[config.mk]
export PLATFORM = sky130hd
export DESIGN_NAME = cpu_interrupt_entry_sequencer
export DESIGN_NICKNAME = d
export VERILOG_FILES = /design/src/rtl/cies_pkg.sv /design/src/rtl/cpu_interrupt_entry_sequencer.sv
export VERILOG_INCLUDE_DIRS = /design/src /design/src/rtl
export SDC_FILE = /design/constraint.sdc
export NUM_CORES = 1
export LEC_CHECK = 0
export BUFFER_PORTS_ARGS = -buffer_cell sky130_fd_sc_hd__buf_2
export CORE_AREA = 2 2 169 171
export CTS_CLUSTER_DIAMETER = 120
export CTS_CLUSTER_SIZE = 8
export DETAILED_ROUTE_END_ITERATION = 7
export DIE_AREA = 0 0 171 173
export GPL_TIMING_DRIVEN = 1
export PLACE_DENSITY_LB_ADDON = 0.05
export SETUP_SLACK_MARGIN = 0.05
export SLEW_MARGIN = 0
export SYNTH_ARGS = -nofsm -noshare
export SYNTH_HDL_FRONTEND = slang
export SYNTH_SLANG_ARGS = --single-unit
[constraint.sdc]
create_clock -name aclk -period 6.55 [get_ports aclk]
set_clock_uncertainty 0.1 [all_clocks]
set_input_delay 0.9825 -clock aclk [delete_from_list [all_inputs] [get_ports aclk]]
set_output_delay 0.9825 -clock aclk [all_outputs]
set_load 0.1 [all_outputs]
[src/rtl/cpu_interrupt_entry_sequencer_macros.svh]
// Assertion macros for the interrupt entry sequencer.
// Included by modules that check their own sequencing; no other dependencies.
`ifndef CPU_INTERRUPT_ENTRY_SEQUENCER_MACROS_SVH
`define CPU_INTERRUPT_ENTRY_SEQUENCER_MACROS_SVH

// The consequent must hold in the same cycle as the antecedent.
`define CIES_ASSERT_SAME(label, ante, cons, msg) \
    label: assert property (@(posedge aclk) disable iff (!aresetn) \
        (ante) |-> (cons)) else $error(msg);

// The consequent must hold in the cycle after the antecedent.
`define CIES_ASSERT_NEXT(label, ante, cons, msg) \
    label: assert property (@(posedge aclk) disable iff (!aresetn) \
        (ante) |=> (cons)) else $error(msg);

`endif

[src/rtl/cies_pkg.sv]
// Package for the interrupt entry sequencer: field widths, vectors,
// condition code bits, request and result codes, and the frame slot order.
// No dependencies.
package cies_pkg;

    localparam int unsigned WORD_W  = 16;
    localparam int unsigned BYTE_W  = 8;
    localparam int unsigned ACK_W   = 3;
    localparam int unsigned OP_W    = 2;
    localparam int unsigned KIND_W  = 2;
    localparam int unsigned LEN_W   = 4;
    localparam int unsigned S_DATA_W = 128;
    localparam int unsigned M_DATA_W = 56;

    localparam logic [WORD_W-1:0] FIRQ_VECTOR = 16'd65526;
    localparam logic [WORD_W-1:0] IRQ_VECTOR  = 16'd65528;
    localparam logic [WORD_W-1:0] NMI_VECTOR  = 16'd65532;

    localparam logic [BYTE_W-1:0] CC_E_MASK = 8'h80;
    localparam logic [BYTE_W-1:0] CC_F_MASK = 8'h40;
    localparam logic [BYTE_W-1:0] CC_I_MASK = 8'h10;
    localparam int unsigned CC_F_POS = 6;
    localparam int unsigned CC_I_POS = 4;

    localparam logic [LEN_W-1:0] LEN_SHORT  = 4'd3;
    localparam logic [LEN_W-1:0] LEN_FULL   = 4'd12;
    localparam logic [LEN_W-1:0] LEN_NATIVE = 4'd14;

    localparam logic [ACK_W-1:0] ACK_NONE = 3'b000;
    localparam logic [ACK_W-1:0] ACK_IRQ  = 3'b001;
    localparam logic [ACK_W-1:0] ACK_FIRQ = 3'b010;
    localparam logic [ACK_W-1:0] ACK_NMI  = 3'b100;

    localparam logic CFG_FAST_FULL = 1'b0;
    localparam logic CFG_NATIVE    = 1'b1;

    typedef enum logic [OP_W-1:0] {
        OP_IRQ      = 2'd0,
        OP_FIRQ     = 2'd1,
        OP_NMI      = 2'd2,
        OP_FIRQ_RET = 2'd3
    } op_t;

    typedef enum logic [KIND_W-1:0] {
        KIND_WRITE  = 2'd0,
        KIND_VECTOR = 2'd1,
        KIND_STATUS = 2'd2
    } kind_t;

    typedef enum logic [1:0] {
        ST_IDLE,
        ST_PUSH,
        ST_VECTOR
    } state_t;

    typedef enum logic [3:0] {
        SL_PCL, SL_PCH, SL_UL, SL_UH, SL_YL, SL_YH, SL_XL, SL_XH,
        SL_DP, SL_F, SL_E, SL_B, SL_A, SL_CC
    } slot_t;

    // Push order of the frame; short frames jump from PC high to CC.
    function automatic slot_t next_slot(slot_t slot, logic full, logic native);
        slot_t nxt;
        case (slot)
            SL_PCL:  nxt = SL_PCH;
            SL_PCH:  nxt = full ? SL_UL : SL_CC;
            SL_UL:   nxt = SL_UH;
            SL_UH:   nxt = SL_YL;
            SL_YL:   nxt = SL_YH;
            SL_YH:   nxt = SL_XL;
            SL_XL:   nxt = SL_XH;
            SL_XH:   nxt = SL_DP;
            SL_DP:   nxt = native ? SL_F : SL_B;
            SL_F:    nxt = SL_E;
            SL_E:    nxt = SL_B;
            SL_B:    nxt = SL_A;
            SL_A:    nxt = SL_CC;
            default: nxt = SL_CC;
        endcase
        return nxt;
    endfunction

endpackage

[src/rtl/cpu_interrupt_entry_sequencer.sv]
// Interrupt entry sequencer: one request in, stacked writes and a vector fetch, or a status, out.
// A status result is registered and valid in the cycle after acceptance; a first stack write
// follows once in the push state. An entry pushes 3, 12 or 14 bytes through the shared stack
// pointer decrementer, then a vector fetch, and only then returns to idle for the next request.
// Reset (aresetn low, synchronous) clears the sequencer, the output valid, FIRQ state and config.
// Depends on cies_pkg and cpu_interrupt_entry_sequencer_macros.svh.
module cpu_interrupt_entry_sequencer (
    input  logic                          aclk,
    input  logic                          aresetn,
    input  logic                          cfg_we,
    input  logic                          cfg_index,
    input  logic                          cfg_wdata,
    input  logic                          s_tvalid,
    output logic                          s_tready,
    // prog_counter, user_stack, index_y, index_x, direct_page, acc_a, acc_b,
    // acc_e, acc_f, cond_code, sys_stack
    input  logic [cies_pkg::S_DATA_W-1:0] s_tdata,
    // operation
    input  logic [cies_pkg::OP_W-1:0]     s_tuser,
    output logic                          m_tvalid,
    input  logic                          m_tready,
    // address, data, new_cond, new_stack, ack_mask, zero padding
    output logic [cies_pkg::M_DATA_W-1:0] m_tdata,
    // kind
    output logic [cies_pkg::KIND_W-1:0]   m_tuser,
    output logic                          m_tlast
);
    import cies_pkg::*;
    `include "cpu_interrupt_entry_sequencer_macros.svh"

    logic [WORD_W-1:0] in_pc, in_u, in_y, in_x, in_sp;
    logic [BYTE_W-1:0] in_dp, in_a, in_b, in_e, in_f, in_cc;
    op_t               in_op;

    assign in_pc = s_tdata[15:0];
    assign in_u  = s_tdata[31:16];
    assign in_y  = s_tdata[47:32];
    assign in_x  = s_tdata[63:48];
    assign in_dp = s_tdata[71:64];
    assign in_a  = s_tdata[79:72];
    assign in_b  = s_tdata[87:80];
    assign in_e  = s_tdata[95:88];
    assign in_f  = s_tdata[103:96];
    assign in_cc = s_tdata[111:104];
    assign in_sp = s_tdata[127:112];
    assign in_op = op_t'(s_tuser);

    state_t state_reg, state_next;
    logic   firq_active_reg, firq_active_next;
    logic   fast_full_reg, fast_full_next;
    logic   native_reg, native_next;
    slot_t  slot_reg, slot_next;
    logic   full_reg, full_next;

    logic [WORD_W-1:0] pc_reg, pc_next, u_reg, u_next, y_reg, y_next, x_reg, x_next;
    logic [BYTE_W-1:0] dp_reg, dp_next, a_reg, a_next, b_reg, b_next;
    logic [BYTE_W-1:0] e_reg, e_next, f_reg, f_next, scc_reg, scc_next;
    logic [WORD_W-1:0] sp_reg, sp_next, vec_reg, vec_next;

    logic              m_valid_reg, m_valid_next;
    kind_t             kind_reg, kind_next;
    logic [WORD_W-1:0] addr_reg, addr_next, nstack_reg, nstack_next;
    logic [BYTE_W-1:0] data_reg, data_next, ncc_reg, ncc_next;
    logic [ACK_W-1:0]  ack_reg, ack_next;
    logic              last_reg, last_next;

    logic              out_free, in_fire, push_fire;
    logic              take, full_c;
    logic [ACK_W-1:0]  ack_c;
    logic [BYTE_W-1:0] scc_c, fcc_c, byte_c;
    logic [WORD_W-1:0] vec_c, sp_dec;
    logic [LEN_W-1:0]  len_c;

    assign out_free  = !m_valid_reg || m_tready;
    assign s_tready  = (state_reg == ST_IDLE) && out_free;
    assign in_fire   = s_tvalid && s_tready;
    assign push_fire = (state_reg == ST_PUSH) && out_free;
    assign sp_dec    = sp_reg - WORD_W'(1);

    always_comb begin
        take  = 1'b1;
        full_c = 1'b1;
        ack_c = ACK_NONE;
        scc_c = in_cc | CC_E_MASK;
        fcc_c = scc_c | CC_I_MASK | CC_F_MASK;
        vec_c = NMI_VECTOR;
        case (in_op)
            OP_FIRQ_RET: begin
                take = 1'b0;
            end
            OP_IRQ: begin
                if (firq_active_reg) begin
                    take = 1'b0;
                end else if (in_cc[CC_I_POS]) begin
                    take  = 1'b0;
                    ack_c = ACK_IRQ;
                end else begin
                    ack_c = ACK_IRQ;
                    fcc_c = scc_c | CC_I_MASK;
                    vec_c = IRQ_VECTOR;
                end
            end
            OP_FIRQ: begin
                ack_c = ACK_FIRQ;
                if (in_cc[CC_F_POS]) begin
                    take = 1'b0;
                end else begin
                    full_c = fast_full_reg;
                    scc_c  = fast_full_reg ? (in_cc | CC_E_MASK) : (in_cc & ~CC_E_MASK);
                    fcc_c  = scc_c | CC_I_MASK | CC_F_MASK;
                    vec_c  = FIRQ_VECTOR;
                end
            end
            default: begin
                ack_c = ACK_NMI;
            end
        endcase
        if (!full_c) begin
            len_c = LEN_SHORT;
        end else if (native_reg) begin
            len_c = LEN_NATIVE;
        end else begin
            len_c = LEN_FULL;
        end
    end

    always_comb begin
        case (slot_reg)
            SL_PCL:  byte_c = pc_reg[7:0];
            SL_PCH:  byte_c = pc_reg[15:8];
            SL_UL:   byte_c = u_reg[7:0];
            SL_UH:   byte_c = u_reg[15:8];
            SL_YL:   byte_c = y_reg[7:0];
            SL_YH:   byte_c = y_reg[15:8];
            SL_XL:   byte_c = x_reg[7:0];
            SL_XH:   byte_c = x_reg[15:8];
            SL_DP:   byte_c = dp_reg;
            SL_F:    byte_c = f_reg;
            SL_E:    byte_c = e_reg;
            SL_B:    byte_c = b_reg;
            SL_A:    byte_c = a_reg;
            default: byte_c = scc_reg;
        endcase
    end

    always_comb begin
        state_next       = state_reg;
        firq_active_next = firq_active_reg;
        fast_full_next   = fast_full_reg;
        native_next      = native_reg;
        slot_next        = slot_reg;
        full_next        = full_reg;
        pc_next  = pc_reg;
        u_next   = u_reg;
        y_next   = y_reg;
        x_next   = x_reg;
        dp_next  = dp_reg;
        a_next   = a_reg;
        b_next   = b_reg;
        e_next   = e_reg;
        f_next   = f_reg;
        scc_next = scc_reg;
        sp_next  = sp_reg;
        vec_next = vec_reg;
        m_valid_next = m_valid_reg && !m_tready;
        kind_next    = kind_reg;
        addr_next    = addr_reg;
        data_next    = data_reg;
        ncc_next     = ncc_reg;
        nstack_next  = nstack_reg;
        ack_next     = ack_reg;
        last_next    = last_reg;

        if (cfg_we) begin
            if (cfg_index == CFG_FAST_FULL) begin
                fast_full_next = cfg_wdata;
            end else begin
                native_next = cfg_wdata;
            end
        end

        case (state_reg)
            ST_IDLE: begin
                if (in_fire) begin
                    ack_next = ack_c;
                    if (in_op == OP_FIRQ_RET) begin
                        firq_active_next = 1'b0;
                    end
                    if (take) begin
                        if (in_op == OP_FIRQ) begin
                            firq_active_next = 1'b1;
                        end
                        state_next  = ST_PUSH;
                        slot_next   = SL_PCL;
                        full_next   = full_c;
                        pc_next     = in_pc;
                        u_next      = in_u;
                        y_next      = in_y;
                        x_next      = in_x;
                        dp_next     = in_dp;
                        a_next      = in_a;
                        b_next      = in_b;
                        e_next      = in_e;
                        f_next      = in_f;
                        scc_next    = scc_c;
                        sp_next     = in_sp;
                        vec_next    = vec_c;
                        ncc_next    = fcc_c;
                        nstack_next = in_sp - {{(WORD_W-LEN_W){1'b0}}, len_c};
                    end else begin
                        m_valid_next = 1'b1;
                        kind_next    = KIND_STATUS;
                        addr_next    = '0;
                        data_next    = '0;
                        ncc_next     = in_cc;
                        nstack_next  = in_sp;
                        last_next    = 1'b1;
                    end
                end
            end
            ST_PUSH: begin
                if (out_free) begin
                    m_valid_next = 1'b1;
                    kind_next    = KIND_WRITE;
                    addr_next    = sp_dec;
                    data_next    = byte_c;
                    last_next    = 1'b0;
                    sp_next      = sp_dec;
                    if (slot_reg == SL_CC) begin
                        state_next = ST_VECTOR;
                    end else begin
                        slot_next = next_slot(slot_reg, full_reg, native_reg);
                    end
                end
            end
            ST_VECTOR: begin
                if (out_free) begin
                    m_valid_next = 1'b1;
                    kind_next    = KIND_VECTOR;
                    addr_next    = vec_reg;
                    data_next    = '0;
                    last_next    = 1'b1;
                    state_next   = ST_IDLE;
                end
            end
            default: begin
                state_next = ST_IDLE;
            end
        endcase
    end

    always_ff @(posedge aclk) begin
        if (!aresetn) begin
            state_reg       <= ST_IDLE;
            firq_active_reg <= 1'b0;
            fast_full_reg   <= 1'b0;
            native_reg      <= 1'b0;
            m_valid_reg     <= 1'b0;
        end else begin
            state_reg       <= state_next;
            firq_active_reg <= firq_active_next;
            fast_full_reg   <= fast_full_next;
            native_reg      <= native_next;
            m_valid_reg     <= m_valid_next;
        end
    end

    always_ff @(posedge aclk) begin
        slot_reg   <= slot_next;
        full_reg   <= full_next;
        pc_reg     <= pc_next;
        u_reg      <= u_next;
        y_reg      <= y_next;
        x_reg      <= x_next;
        dp_reg     <= dp_next;
        a_reg      <= a_next;
        b_reg      <= b_next;
        e_reg      <= e_next;
        f_reg      <= f_next;
        scc_reg    <= scc_next;
        sp_reg     <= sp_next;
        vec_reg    <= vec_next;
        kind_reg   <= kind_next;
        addr_reg   <= addr_next;
        data_reg   <= data_next;
        ncc_reg    <= ncc_next;
        nstack_reg <= nstack_next;
        ack_reg    <= ack_next;
        last_reg   <= last_next;
    end

    assign m_tvalid = m_valid_reg;
    assign m_tuser  = kind_reg;
    assign m_tlast  = last_reg;
    assign m_tdata  = {5'b0, ack_reg, nstack_reg, ncc_reg, data_reg, addr_reg};

    `CIES_ASSERT_NEXT(a_entry_starts_push, in_fire && take, state_reg == ST_PUSH,
        "A taken entry did not start the push sequence.")
    `CIES_ASSERT_NEXT(a_push_addr_tracks_sp, push_fire,
        m_valid_reg && kind_reg == KIND_WRITE && addr_reg == sp_reg,
        "A stack write address does not match the stack pointer.")
    `CIES_ASSERT_SAME(a_frame_length, state_reg == ST_VECTOR, sp_reg == nstack_reg,
        "The pushed frame length does not match the final stack pointer.")
    `CIES_ASSERT_SAME(a_last_on_final, m_valid_reg && kind_reg != KIND_WRITE, last_reg,
        "A vector or status result is not marked as the last of its request.")

endmodule
==> Implementation_results.wiki <==
{| class="wikitable"
! Metric !! Value
|-
| Result of the run || finished clean
|-
| Hold violation count in the final report || 0
|-
| Core Footprint || 0.0276 mm2
|-
| Post-route minimum period || 3.32 ns
|-
| Combined area of all synthesized cells || 0.00845 mm2
|-
| Die Height || 173 um
|-
| Most numerous cell in the Yosys netlist || sky130_fd_sc_hd__edfxtp_1
|-
| DRC marker count from the first detailed-route iteration || 387
|-
| Final design utilization || 37.9%
|-
| RePlAce Congestion || 0.761
|-
| # DRC || 0
|-
| Total global-route track usage || 15.5%
|-
| Mapped Cells || 625
|-
| Die extent in x || 171 um
|-
| Endpoint class of the critical path || register
|-
| Worst path required time || 6.64 ns
|-
| CTS tree || built
|-
| Internal power of the cells || 2.34 mW
|-
| Final setup TNS || 0 ns
|-
| Count of synthesis-stage warnings from yosys || 0
|-
| Top post-synthesis cells by area || sky130_fd_sc_hd__edfxtp_1 68%, sky130_fd_sc_hd__a21oi_1 2.4%, sky130_fd_sc_hd__o21ai_0 2.1%, sky130_fd_sc_hd__nand2_1 2.0%, sky130_fd_sc_hd__nor2_1 1.9%
|-
| Count of placed standard cells in the final layout, fillers left out || 1205
|-
| Fill cell count || 2746
|-
| DR WL/cell || 18.9 um
|-
| Leakage || 3.84 nW
|-
| Area of all placed cells without fillers || 0.0105 mm2
|-
| Switching share of total power || 37.4%
|-
| Wire length of the first global-routing pass || 34300 um
|-
| Max-cap check violation count || 0
|-
| Sequential cell area || 0.00583 mm2
|-
| Peak ir drop on the vdd network || 0.000176 V
|-
| Type of the setup path with the least slack || input port to register
|-
| Number of enable flip-flop cells after synthesis || 190
|-
| Setup repair after global routing missed its margin || false
|-
| Actual transition at the worst max-transition pin || 1.15 ns
|-
| Maximum net fanout on the critical path || 7
|-
| Routed Antenna Nets || 0
|-
| Layout net count || 958
|-
| Standard cell area after detailed placement || 0.00984 mm2
|-
| Sink Count || 196
|-
| Clock insertion delay at the later pin of the skew report || 0.44 ns
|-
| Register share of total power || 43.4%
|-
| Overall overflow remaining after global route || 0
|-
| Post-route clock period utilization || 50.7%
|-
| Peak Freq || 301 MHz
|-
| Pin count of the biggest net entering global routing || 117
|-
| Total count of max-transition violations in the final report || 0
|-
| Async set-or-reset flop fraction in the synthesized netlist || 0%
|-
| CTS clk-pin slew, worst paths || 0.08 ns
|-
| Via-to-Cell Ratio || 4.73
|-
| Synth cell types || 69
|-
| Detailed placement HPWL || 16100 um
|-
| Worst Setup Start Kind || input port
|-
| Antenna violations before repair || 1
|-
| Synth-to-Final Area Change || 23.9%
|-
| CP Data Arrival Time || 3.41 ns
|-
| Area of combinational cells with multiple inputs || 0.00243 mm2
|-
| Cell taking the most area after synthesis || sky130_fd_sc_hd__edfxtp_1
|-
| Worst min-delay path category || register to register
|-
| Post-CTS resize count || 0
|-
| Top flip-flop cell by instance count after synthesis || sky130_fd_sc_hd__edfxtp_1
|-
| Post-synthesis sequential area ratio || 68.9%
|-
| Pwr per Cell Area || 357 mW/mm2
|-
| Cts bufs inserted || 17
|-
| Number of hold-repair buffers added at the cts stage || 0
|-
| Post-CTS Setup Bufs || 0
|-
| Fraction of power consumed by the clock network || 29.4%
|-
| Detailed-route via count || 5694
|-
| Net switching component of the power || 1.40 mW
|-
| Vias in the first global route || 5911
|-
| Number of endpoints failing setup at the final stage || 0
|-
| Number of primary I/O pins || 198
|-
| Row count || 61
|-
| Most common library cells after synthesis || 190 x sky130_fd_sc_hd__edfxtp_1, 46 x sky130_fd_sc_hd__nand2_1, 42 x sky130_fd_sc_hd__nor2_1
|-
| Fraction of final layout cells sized beyond drive strength 1 || 30.8%
|-
| Slew margin rel. || 23.4%
|-
| Count of H-tree levels built during CTS || 4
|-
| Cell at the root of the clock tree || sky130_fd_sc_hd__clkbuf_16
|-
| Buffers on Ports || 192
|-
| Die area || 0.0296 mm2
|-
| Proportion of power drawn by combinational gates || 27.1%
|-
| Number of iterations in the first detailed-routing pass || 5
|-
| Area share of the leading cell type in the synthesized netlist || 67.5%
|-
| Register bit count reported by yosys || 196
|-
| Post-placement cell count || 1172
|-
| Overall routed net length || 22700 um
|-
| Post-Synthesis Mean Instance Area || 13.5 um2
|-
| Initial standard-cell utilization of the core || 30.6%
|-
| Clock Tree Buf Depth || 2
|}
-- cell type report --
| cell class | instances | share of cell area [%] |
|---|---|---|
| sequential | 196 | 55.6 |
| multi-input combinational | 379 | 23.2 |
| timing repair buffer | 200 | 9.87 |
| tap | 378 | 4.52 |
| clock buffer | 17 | 4.06 |
| clock inverter | 15 | 1.96 |
| inverter | 19 | 0.681 |
| antenna | 1 | 0.0239 |
-- metrics by stage --
stage	total power [mW]	hold slack [ns]	setup slack [ns]
floorplan	2.42	0.357	0.773
global placement	2.67	0.386	2.80
detailed placement	2.68	0.399	2.76
CTS	3.79	0.412	3.22
global route	3.90	0.434	2.98
finish	3.74	0.410	3.23
-- worst paths after layout --
path,from,to,slack (ns),cells past startpoint
worst min register to register,state_reg[1],state_reg[1],0.41,2
worst min-delay path,state_reg[1],state_reg[1],0.41,2
worst max register to register,fast_full_reg,nstack_reg[12],3.56,7
worst max-delay path,s_tuser[1],nstack_reg[12],3.23,8
-- cells by family after synthesis --
| group | synth area share [%] |
|---|---|
| AND/OR/NAND/NOR | 10.8 |
| AO/OA/AOI/OAI | 11.0 |
| buffers and inverters | 2.69 |
| adder cells (fa/ha/maj) | 1.39 |
| other | 0.0444 |
| XOR/XNOR | 2.59 |
| flip-flops | 68.9 |
| multiplexers | 2.62 |
-- power groups by stage --
stage               clock network, mW  registers (mW)  logic, mW
floorplan                           0            2.05      0.362
global placement                    0            1.65       1.02
detailed placement                  0            1.65       1.03
CTS                              1.13            1.63       1.03
global route                     1.18            1.64       1.08
finish                           1.10            1.62       1.01
-- cell usage in the layout, fill, tap and decap left out, types with 5 or more instances in the layout --
cell / synthesis / final
sky130_fd_sc_hd__xnor2_1: 14 / 14
sky130_fd_sc_hd__nor2_1: 42 / 41
sky130_fd_sc_hd__clkbuf_16: 0 / 17
sky130_fd_sc_hd__a21oi_1: 41 / 41
sky130_fd_sc_hd__dfxtp_1: 6 / 6
sky130_fd_sc_hd__edfxtp_1: 190 / 190
sky130_fd_sc_hd__nor2b_1: 13 / 13
sky130_fd_sc_hd__buf_4: 5 / 7
sky130_fd_sc_hd__clkinv_8: 0 / 6
sky130_fd_sc_hd__nand2_1: 46 / 46
sky130_fd_sc_hd__nor3_1: 11 / 11
sky130_fd_sc_hd__xor2_1: 11 / 11
sky130_fd_sc_hd__o21ai_0: 35 / 35
sky130_fd_sc_hd__nand3_1: 20 / 20
sky130_fd_sc_hd__ha_1: 7 / 7
sky130_fd_sc_hd__a31oi_1: 10 / 10
sky130_fd_sc_hd__buf_2: 5 / 192
sky130_fd_sc_hd__mux2_2: 7 / 7
sky130_fd_sc_hd__a21o_1: 6 / 6
sky130_fd_sc_hd__conb_1: 1 / 5
sky130_fd_sc_hd__mux2i_1: 12 / 12
sky130_fd_sc_hd__nand2b_1: 12 / 12
sky130_fd_sc_hd__inv_1: 19 / 19
sky130_fd_sc_hd__nor3b_1: 5 / 5
-- worst max-delay path, stage by stage --
cell,delay (ns)
sky130_fd_sc_hd__buf_2,0.14
sky130_fd_sc_hd__nor4b_4,0.50
sky130_fd_sc_hd__nand2b_1,0.17
sky130_fd_sc_hd__fa_1,0.43
sky130_fd_sc_hd__maj3_1,0.36
sky130_fd_sc_hd__a211oi_2,0.49
sky130_fd_sc_hd__nand3_1,0.16
sky130_fd_sc_hd__xnor2_1,0.16
-- layer usage --
layer,vias to the layer above,global-route usage [%],part of all wire (%)
met5,-,0,0
met4,0,5.01,1.8
met3,20,3.52,5.7
met2,167,24.4,47
met1,2770,21.1,46
li1,2737,-,-
Power figures use the tool's default switching activity.
